==> src/hdl/tfc_pkg.sv <==
// Shared types, register codes and channel helpers of the texel format converter.
`timescale 1ns / 1ps

package tfc_pkg;

	// Default palette geometry
	localparam int DEF_PALETTE_ENTRIES      = 256;
	localparam int DEF_PALETTE_CHANNEL_BITS = 6;

	// Configuration port geometry: four 32-bit registers at byte addresses 0, 4, 8, 12
	localparam int CFG_ADDR_W = 4;
	localparam int CFG_DATA_W = 32;

	typedef logic [1:0] reg_idx_t;
	localparam reg_idx_t REG_CHANNEL_COUNTS = 2'd0;
	localparam reg_idx_t REG_CHANNEL_SHIFTS = 2'd1;
	localparam reg_idx_t REG_SOURCE_FORMAT  = 2'd2;
	localparam reg_idx_t REG_ALPHA_SOURCE   = 2'd3;

	typedef logic [15:0] counts_t;
	typedef logic [19:0] shifts_t;
	typedef logic [2:0]  src_fmt_t;
	typedef logic [1:0]  alpha_src_t;

	localparam counts_t    COUNTS_RESET  = 16'd1381;
	localparam shifts_t    SHIFTS_RESET  = 20'd171;

	localparam src_fmt_t   FMT_PALETTE   = 3'd0;
	localparam src_fmt_t   FMT_RGB565    = 3'd1;
	localparam src_fmt_t   FMT_RGB888    = 3'd2;
	localparam src_fmt_t   FMT_RGBA8888  = 3'd3;
	localparam src_fmt_t   FMT_BGRA8888  = 3'd4;

	localparam alpha_src_t ALPHA_CONST   = 2'd0;
	localparam alpha_src_t ALPHA_OPACITY = 2'd1;
	localparam alpha_src_t ALPHA_MASK    = 2'd2;
	localparam alpha_src_t ALPHA_DIRECT  = 2'd3;

	// Request kinds carried on tuser
	localparam logic REQ_CONVERT       = 1'b0;
	localparam logic REQ_PALETTE_WRITE = 1'b1;

	localparam logic [7:0] CHAN_FULL = 8'd255;

	// Keep the top cnt bits of an 8-bit channel (cnt above eight counts as eight)
	// and move them to bit position sh of the packed word.
	function automatic logic [31:0] place_channel(input logic [7:0] v,
			input logic [3:0] cnt, input logic [4:0] sh);
		logic [3:0] c;
		logic [7:0] top;
		c   = (cnt > 4'd8) ? 4'd8 : cnt;
		top = v >> (4'd8 - c);
		return {24'd0, top} << sh;
	endfunction

endpackage

==> src/hdl/tfc_ram.sv <==
// Generic single-write, single-read RAM with registered read data.
`timescale 1ns / 1ps

module tfc_ram #(
	parameter int DATA_W = 18,
	parameter int DEPTH  = 256,
	parameter int ADDR_W = (DEPTH > 1) ? $clog2(DEPTH) : 1
) (
	input  logic              clk,
	input  logic              we,
	input  logic [ADDR_W-1:0] waddr,
	input  logic [DATA_W-1:0] wdata,
	input  logic              re,
	input  logic [ADDR_W-1:0] raddr,
	output logic [DATA_W-1:0] rdata
);

	logic [DATA_W-1:0] mem [DEPTH];

	always_ff @(posedge clk) begin
		if (we) begin
			mem[waddr] <= wdata;
		end
		if (re) begin
			rdata <= mem[raddr];
		end
	end

endmodule

==> src/hdl/texel_format_converter_core.sv <==
// Top level of the texel format converter: palette store, decode and ARGB packing.
`timescale 1ns / 1ps
// A convert request goes with its palette read into stage 1, then into the output register.
// Throughput: one request per cycle unless the output stalls; the palette RAM takes one
// access per cycle. A palette write finishes at its accept edge and produces no result.
// arst_n clears the configuration registers to their defaults and empties both stages;
// palette contents stay undefined until written.

module texel_format_converter_core
	import tfc_pkg::*;
#(
	parameter int PALETTE_ENTRIES      = DEF_PALETTE_ENTRIES,
	parameter int PALETTE_CHANNEL_BITS = DEF_PALETTE_CHANNEL_BITS
) (
	input  logic                  clk,
	input  logic                  arst_n,

	// request stream
	input  logic                  s_tvalid,
	output logic                  s_tready,
	// [31:0] texel_word, [39:32] opacity_byte, [47:40] palette_addr,
	// [55:48] palette_red, [63:56] palette_green, [71:64] palette_blue
	input  logic [71:0]           s_tdata,
	// [0] req_type
	input  logic                  s_tuser,

	// result stream
	output logic                  m_tvalid,
	input  logic                  m_tready,
	// [31:0] packed_texel
	output logic [31:0]           m_tdata,

	// configuration port
	input  logic                  psel,
	input  logic                  penable,
	input  logic                  pwrite,
	input  logic [CFG_ADDR_W-1:0] paddr,
	input  logic [CFG_DATA_W-1:0] pwdata,
	output logic [CFG_DATA_W-1:0] prdata,
	output logic                  pready
);

	localparam int PB      = PALETTE_CHANNEL_BITS;
	localparam int ENTRY_W = 3 * PB;
	localparam int PAL_AW  = (PALETTE_ENTRIES > 1) ? $clog2(PALETTE_ENTRIES) : 1;
	localparam int PAD     = 8 - PB;
	// Largest stored channel value, seen as an 8-bit number
	localparam logic [7:0] CH_MAX8 = 8'((1 << PB) - 1);
	localparam logic [8:0] ENTRIES9 = 9'(PALETTE_ENTRIES);

	// ------------------------------------------------------------------
	// Configuration registers
	// ------------------------------------------------------------------
	counts_t    counts_q;
	shifts_t    shifts_q;
	src_fmt_t   src_fmt_q;
	alpha_src_t alpha_src_q;

	logic     cfg_we;
	reg_idx_t cfg_idx;

	assign pready  = 1'b1;
	assign cfg_we  = psel && penable && pwrite;
	assign cfg_idx = paddr[3:2];

	always_ff @(posedge clk or negedge arst_n) begin
		if (!arst_n) begin
			counts_q    <= COUNTS_RESET;
			shifts_q    <= SHIFTS_RESET;
			src_fmt_q   <= FMT_PALETTE;
			alpha_src_q <= ALPHA_CONST;
		end else if (cfg_we) begin
			unique case (cfg_idx)
				REG_CHANNEL_COUNTS: counts_q    <= pwdata[15:0];
				REG_CHANNEL_SHIFTS: shifts_q    <= pwdata[19:0];
				REG_SOURCE_FORMAT:  src_fmt_q   <= pwdata[2:0];
				REG_ALPHA_SOURCE:   alpha_src_q <= pwdata[1:0];
			endcase
		end
	end

	// Read back the addressed register, zero-extended
	always_comb begin
		unique case (cfg_idx)
			REG_CHANNEL_COUNTS: prdata = {16'd0, counts_q};
			REG_CHANNEL_SHIFTS: prdata = {12'd0, shifts_q};
			REG_SOURCE_FORMAT:  prdata = {29'd0, src_fmt_q};
			REG_ALPHA_SOURCE:   prdata = {30'd0, alpha_src_q};
		endcase
	end

	// ------------------------------------------------------------------
	// Request fields
	// ------------------------------------------------------------------
	logic [31:0] in_texel;
	logic [7:0]  in_opacity;
	logic [7:0]  in_addr;
	logic [7:0]  in_red;
	logic [7:0]  in_green;
	logic [7:0]  in_blue;

	assign in_texel   = s_tdata[31:0];
	assign in_opacity = s_tdata[39:32];
	assign in_addr    = s_tdata[47:40];
	assign in_red     = s_tdata[55:48];
	assign in_green   = s_tdata[63:56];
	assign in_blue    = s_tdata[71:64];

	// ------------------------------------------------------------------
	// Handshake: stage 1 holds a convert request while its palette read is
	// in flight, stage 2 is the output register. Stage 1 moves on whenever
	// the output register is empty or being drained this cycle.
	// ------------------------------------------------------------------
	logic valid_s1;
	logic valid_s2;
	logic adv_s1;
	logic in_fire;
	logic conv_fire;
	logic wr_fire;

	assign adv_s1    = valid_s1 && (!valid_s2 || m_tready);
	assign s_tready  = !valid_s1 || adv_s1;
	assign in_fire   = s_tvalid && s_tready;
	assign conv_fire = in_fire && (s_tuser == REQ_CONVERT);
	assign wr_fire   = in_fire && (s_tuser == REQ_PALETTE_WRITE);

	// ------------------------------------------------------------------
	// Palette store: written at the accept edge of a palette write, read at
	// the accept edge of a convert. The read data holds until the next
	// convert is accepted, so a stalled stage 1 keeps its entry.
	// ------------------------------------------------------------------
	logic              wr_in_range;
	logic              rd_in_range;
	logic [PB-1:0]     sat_r;
	logic [PB-1:0]     sat_g;
	logic [PB-1:0]     sat_b;
	logic [ENTRY_W-1:0] pal_wdata;
	logic [ENTRY_W-1:0] pal_rdata;

	assign wr_in_range = {1'b0, in_addr} < ENTRIES9;
	assign rd_in_range = {1'b0, in_texel[7:0]} < ENTRIES9;

	// Saturate each channel to the stored width
	assign sat_r = (in_red   > CH_MAX8) ? CH_MAX8[PB-1:0] : in_red[PB-1:0];
	assign sat_g = (in_green > CH_MAX8) ? CH_MAX8[PB-1:0] : in_green[PB-1:0];
	assign sat_b = (in_blue  > CH_MAX8) ? CH_MAX8[PB-1:0] : in_blue[PB-1:0];
	assign pal_wdata = {sat_b, sat_g, sat_r};

	tfc_ram #(
		.DATA_W (ENTRY_W),
		.DEPTH  (PALETTE_ENTRIES),
		.ADDR_W (PAL_AW)
	) u_palette (
		.clk   (clk),
		.we    (wr_fire && wr_in_range),
		.waddr (in_addr[PAL_AW-1:0]),
		.wdata (pal_wdata),
		.re    (conv_fire),
		.raddr (in_texel[PAL_AW-1:0]),
		.rdata (pal_rdata)
	);

	// ------------------------------------------------------------------
	// Stage 1 register
	// ------------------------------------------------------------------
	logic [31:0] texel_s1;
	logic [7:0]  opacity_s1;
	logic        idx_ok_s1;

	always_ff @(posedge clk or negedge arst_n) begin
		if (!arst_n) begin
			valid_s1 <= 1'b0;
		end else if (s_tready) begin
			// take a new convert or drop to empty
			valid_s1 <= conv_fire;
		end
	end

	always_ff @(posedge clk) begin
		if (conv_fire) begin
			texel_s1   <= in_texel;
			opacity_s1 <= in_opacity;
			idx_ok_s1  <= rd_in_range;
		end
	end

	// ------------------------------------------------------------------
	// Decode to 8-bit channels and pack
	// ------------------------------------------------------------------
	logic [7:0]  dec_r;
	logic [7:0]  dec_g;
	logic [7:0]  dec_b;
	logic [7:0]  dec_abyte;
	logic        dec_has_alpha;
	logic        dec_mask_on;
	logic [7:0]  dec_a;
	logic [7:0]  pal_r8;
	logic [7:0]  pal_g8;
	logic [7:0]  pal_b8;
	logic [31:0] packed_word;

	// Widen palette channels by moving them to the top of the byte;
	// an index past the store reads as black
	assign pal_r8 = idx_ok_s1 ? (8'(pal_rdata[PB-1:0])       << PAD) : 8'd0;
	assign pal_g8 = idx_ok_s1 ? (8'(pal_rdata[2*PB-1:PB])    << PAD) : 8'd0;
	assign pal_b8 = idx_ok_s1 ? (8'(pal_rdata[3*PB-1:2*PB])  << PAD) : 8'd0;

	always_comb begin
		dec_abyte     = 8'd0;
		dec_has_alpha = 1'b0;
		dec_mask_on   = 1'b1;
		unique case (src_fmt_q)
			FMT_RGB565: begin
				dec_r = {texel_s1[15:11], 3'd0};
				dec_g = {texel_s1[10:5], 2'd0};
				dec_b = {texel_s1[4:0], 3'd0};
			end
			FMT_RGB888: begin
				dec_r = texel_s1[7:0];
				dec_g = texel_s1[15:8];
				dec_b = texel_s1[23:16];
			end
			FMT_RGBA8888: begin
				dec_r         = texel_s1[7:0];
				dec_g         = texel_s1[15:8];
				dec_b         = texel_s1[23:16];
				dec_abyte     = texel_s1[31:24];
				dec_has_alpha = 1'b1;
				dec_mask_on   = texel_s1[31:24] != 8'd0;
			end
			FMT_BGRA8888: begin
				dec_b         = texel_s1[7:0];
				dec_g         = texel_s1[15:8];
				dec_r         = texel_s1[23:16];
				dec_abyte     = texel_s1[31:24];
				dec_has_alpha = 1'b1;
				dec_mask_on   = texel_s1[31:24] != 8'd0;
			end
			default: begin
				// palette index, also for the unused format codes
				dec_r       = pal_r8;
				dec_g       = pal_g8;
				dec_b       = pal_b8;
				dec_mask_on = texel_s1[7:0] != 8'd0;
			end
		endcase
	end

	always_comb begin
		unique case (alpha_src_q)
			ALPHA_CONST:   dec_a = CHAN_FULL;
			ALPHA_OPACITY: dec_a = opacity_s1;
			ALPHA_MASK:    dec_a = dec_mask_on ? CHAN_FULL : 8'd0;
			ALPHA_DIRECT:  dec_a = dec_has_alpha ? dec_abyte : CHAN_FULL;
		endcase
	end

	assign packed_word = place_channel(dec_r, counts_q[3:0],   shifts_q[4:0])
			   | place_channel(dec_g, counts_q[7:4],   shifts_q[9:5])
			   | place_channel(dec_b, counts_q[11:8],  shifts_q[14:10])
			   | place_channel(dec_a, counts_q[15:12], shifts_q[19:15]);

	// ------------------------------------------------------------------
	// Stage 2: output register
	// ------------------------------------------------------------------
	logic [31:0] packed_s2;

	always_ff @(posedge clk or negedge arst_n) begin
		if (!arst_n) begin
			valid_s2 <= 1'b0;
		end else if (!valid_s2 || m_tready) begin
			valid_s2 <= valid_s1;
		end
	end

	always_ff @(posedge clk) begin
		if (adv_s1) begin
			packed_s2 <= packed_word;
		end
	end

	assign m_tvalid = valid_s2;
	assign m_tdata  = packed_s2;

endmodule

==> config.mk <==
export PLATFORM = sky130hd
export DESIGN_NAME = texel_format_converter_core
export DESIGN_NICKNAME = d
export VERILOG_FILES = /design/src/hdl/tfc_pkg.sv /design/src/hdl/tfc_ram.sv /design/src/hdl/texel_format_converter_core.sv
export SDC_FILE = /design/constraint.sdc
export NUM_CORES = 2
export LEC_CHECK = 0
export BUFFER_PORTS_ARGS = -buffer_cell sky130_fd_sc_hd__buf_2
export CAP_MARGIN = 20
export CORE_MARGIN = 4
export CORE_UTILIZATION = 30
export DETAILED_ROUTE_END_ITERATION = 6
export GPL_TIMING_DRIVEN = 0
export PLACE_DENSITY_LB_ADDON = 0.05
export SYNTH_ARGS = -nofsm -noshare
export SYNTH_HDL_FRONTEND = slang
export SYNTH_MEMORY_MAX_BITS = 65536
export SYNTH_SLANG_ARGS = --single-unit
==> constraint.sdc <==
create_clock -name clk -period 4.84 [get_ports clk]
set_clock_uncertainty 0.15 [all_clocks]
set_input_delay 0.484 -clock clk [delete_from_list [all_inputs] [get_ports clk]]
set_output_delay 0.484 -clock clk [all_outputs]
set_load 0.1 [all_outputs]
==> flow_metrics.py <==
metrics = {
    "sta": {
        "worstMarginPinSlew_ps": 1236,
        "rsz0062_at_grt": "true",
        "hold_viol": 0,
        "max_freq_ghz": 0.2039,
        "fin_ws_ps": -65.26,
        "relSlewSlack_pct": 16.94,
        "final.period_utilization_pct": 101.3,
        "hold_ws_ps": 96.78,
        "setup_viol_count_final": 69,
        "finalMaxSlewViolations": 0,
        "layout_min_cycle_time_ps": 4905,
    },
    "cells_and_area": {
        "layout.nets": 9540,
        "syn_to_final_growth_pct": 21.07,
        "fill_cells": 56742,
        "fin_cells": 18192,
        "drive_above_1_share_pct": 34.83,
    },
    "power": {
        "p_int_uw": 71480,
        "power_frac_clock_pct": 42.4,
        "seq_power_share_pct": 47.5,
        "pwr-share-comb_pct": 10.1,
        "sw_frac_of_total_pct": 25.29,
        "powerDensity_nw_per_um2": 422.6,
        "ir_drop_mv": 0.3586,
        "switchingPower_uw": 24200,
        "power.leakage_uw": 0.07981,
    },
    "setup_path": {
        "cp-end-kind": "register",
        "startpoint": "m_tvalid",
        "path_class": "register to register",
        "worstPathArrival_ps": 5520,
        "required_ps": 5460,
        "crit_fanout": 10,
        "rr_startpoint": "m_tvalid",
        "worstSetupStartpointType": "register",
    },
    "placement": {
        "portBuffers": 154,
        "gp_congestion": 0.9024,
        "hpwl_um": 474700,
        "dpl.cell_count": 17013,
    },
    "cts": {
        "htreeDepth": 6,
        "clockBufferDepth": 4,
        "cts_buffers": 561,
        "cts_tree": "yes",
        "clock_sinks": 4741,
        "root_buffer": "clkbuf_16",
        "cts.clk_slew.worst_paths_ps": 60,
        "clk_latency_ps": 1080,
    },
    "route": {
        "ant_nets": 0,
        "drt_iter0_drc": 9800,
        "viasPerCell": 5.169,
        "vias": 94033,
        "avgRoutedWirePerCell_um": 35.93,
        "first_pass_iters": 5,
        "route.detailed.drc": 0,
        "wirelength_um": 653600,
    },
    "global_route": {
        "gr-total-overflow": 0,
        "grt_max_degree": 85,
        "grt_pass1_vias": 96847,
        "grt_use_total_pct": 20.17,
        "grt_pass1_wl_um": 875300,
        "antenna_found_initial": 109,
    },
    "yosys": {
        "synth_edf_count": 4698,
        "yosysWarnings": 0,
        "async_flop_share_pct": 0.9070,
        "ys_seq_area_share_pct": 76.02,
        "syn_inst": 8149,
        "netlist_area_um2": 187000,
        "postSynthAreaPerCell_um2": 22.95,
        "synth-seq-cells": 4741,
        "synth_flop_cell": "edfxtp_1",
        "ys_types": 102,
    },
    "min_path": {
        "holdCritPathClass": "input pin to register",
        "hold_path_startpoint": "s_tdata[67]",
    },
    "floorplan": {
        "die_y_um": 797.5,
        "die_w_um": 797.5,
        "fp.dieArea_um2": 636100,
        "num_io_pins": 183,
        "fp-row-count": 289,
        "start_util_pct": 30.14,
        "coreArea_um2": 620500,
    },
    "run_status": {
        "status": "finished, violations left",
        "violations": "setup timing",
    },
    "job": {
        "drv_cap": 0,
    },
}
cell usage after synthesis, drive strengths merged, types with 9 or more instances:
master	n	area (um2)
edfxtp	4698	141100
mux4	1533	34530
nor2	375	1408
clkbuf	331	1242
nand2	157	591.8
buf	141	695.7
o21ai	53	265.3
nand3	46	230.2
nor3	44	220.2
a21oi	42	214.0
mux2	41	461.7
nor2b	38	237.7
mux2i	35	350.3
o211ai	35	262.8
inv	34	127.6
dfrtp	32	800.8
or3	31	198.9
a211oi	23	192.7
nand2b	21	131.4
and2	19	118.9
a22oi	18	135.1
nand4	18	112.6
o22ai	18	112.6
nor4	16	106.4
a32oi	15	153.9
and3	15	93.84
a221oi	14	122.6
a31oi	14	87.58
o2bb2ai	14	122.6
a211o	12	105.1
o2111ai	12	105.1
o32ai	12	112.6
or2	12	75.07
dfstp	11	289.0
nand3b	11	82.58
o31ai	11	87.58
or4	11	82.58
a22o	10	88.84
a311oi	10	87.58
o221ai	9	78.83
o22a	9	78.83
cells by family after synthesis:
kind of cell	after synthesis	synth area share [%]
compound gates	430	1.789
xor+xnor	6	0.02810
fa+ha+maj	4	0.02676
buf+inv	511	1.115
flops	4741	76.02
mux	1609	18.90
other cells	2	0.004016
simple gates	846	2.124
state kept, by name, indices dropped and copies added (netlist names):
register / flops
alpha_src_q: 2
opacity_s1: 8
texel_s1: 32
src_fmt_q: 3
u_palette.mem: 4608
m_tvalid: 1
u_palette.rdata: 18
shifts_q: 20
valid_s1: 1
counts_q: 16
m_tdata: 32
layout make-up:
cell class	count	area, um2	share of cell area [%]
Tap cell	8293	10380	4.583
Multi-Input combinational cell	2908	43850	19.36
Buffer	467	2039	0.9007
Inverter	39	153.9	0.06797
Timing Repair Buffer	702	10250	4.529
Clock inverter	303	2705	1.195
Antenna cell	45	112.6	0.04973
Sequential cell	4741	142200	62.79
Clock buffer	694	14770	6.524
metrics by stage:
step / utilization (%) / power [uW] / setup WS (ps) / TNS, ps / instance area (um2)
final: 36.49 / 95680 / -65.26 / -2327 / 226400
after detailed placement: 33.38 / 55620 / -1535 / -89740 / 207100
after floorplan: - / 51670 / 312.4 / 0 / 187100
after global routing: 36.48 / 99030 / -237.2 / -28480 / 226300
after CTS: 36.42 / 96710 / -194.4 / -19590 / 226000
after global placement: 31.94 / 55610 / -6547 / - / 198200
worst max-delay path: stages (launching register included):
cell,delay (ps)
dfrtp_1,400
nand3b_1,540
nand3_1,220
nor3_1,770
nand2_1,850
clkbuf_1,650
nor2_2,690
buf_8,240
repair_timing:
item | in CTS | in global routing
setup endpoints to repair | 266 | 326
gates resized for setup | 28 | 28
hold buffers | 124 | 0
endpoints found under the hold margin | 277 | 0
pin swaps | 1 | 2
buffers inserted | 2 | 1
path summary, 6_finish.rpt:
check,endpoint,slack [ps],cells past startpoint
max reg2reg,u_palette.mem[45][5],-70,7
min reg2reg,m_tvalid,340,1
max,u_palette.mem[45][5],-70,7
min,u_palette.mem[244][15],100,2
min in group asynchronous,counts_q[9],380,4
max in group asynchronous,counts_q[12],2840,4
routing by layer:
layer / share of wire [%] / track usage, %
met1: 44 / 28.26
met2: 48 / 33.39
met5: 0.0055 / 0
met4: 2.6 / 4.917
met3: 5.1 / 2.735
power groups by stage:
stage / clock network (uW) / logic [uW] / registers (uW)
finish: 40600 / 9640 / 45500
global route: 43500 / 10100 / 45500
CTS: 41700 / 9500 / 45500
detailed placement: 0 / 9310 / 46300
global placement: 0 / 8960 / 46600
floorplan: 0 / 4860 / 46800
layout by cell type, fill, tap and decap left out, types with 32 or more instances in the layout:
cell type,netlist,final
nor2_1,375,118
buf_2,73,236
diode_2,0,45
o21ai_0,38,36
inv_1,33,32
mux2i_1,35,34
o211ai_1,35,35
dlygate4sd3_1,0,124
buf_12,0,49
dfrtp_1,32,32
nand3_1,46,41
nor3_1,44,40
a21oi_1,41,41
mux2_2,40,40
nor2b_1,38,38
nand2_1,156,149
clkinv_2,0,84
buf_8,0,203
clkbuf_16,0,572
mux4_2,1533,1533
edfxtp_1,4698,4698
nor2_2,0,238
buf_1,50,39
clkinv_1,5,132
clkbuf_1,331,380
buf_16,0,142
clkbuf_2,0,66
(Power assumes the default switching activity.)
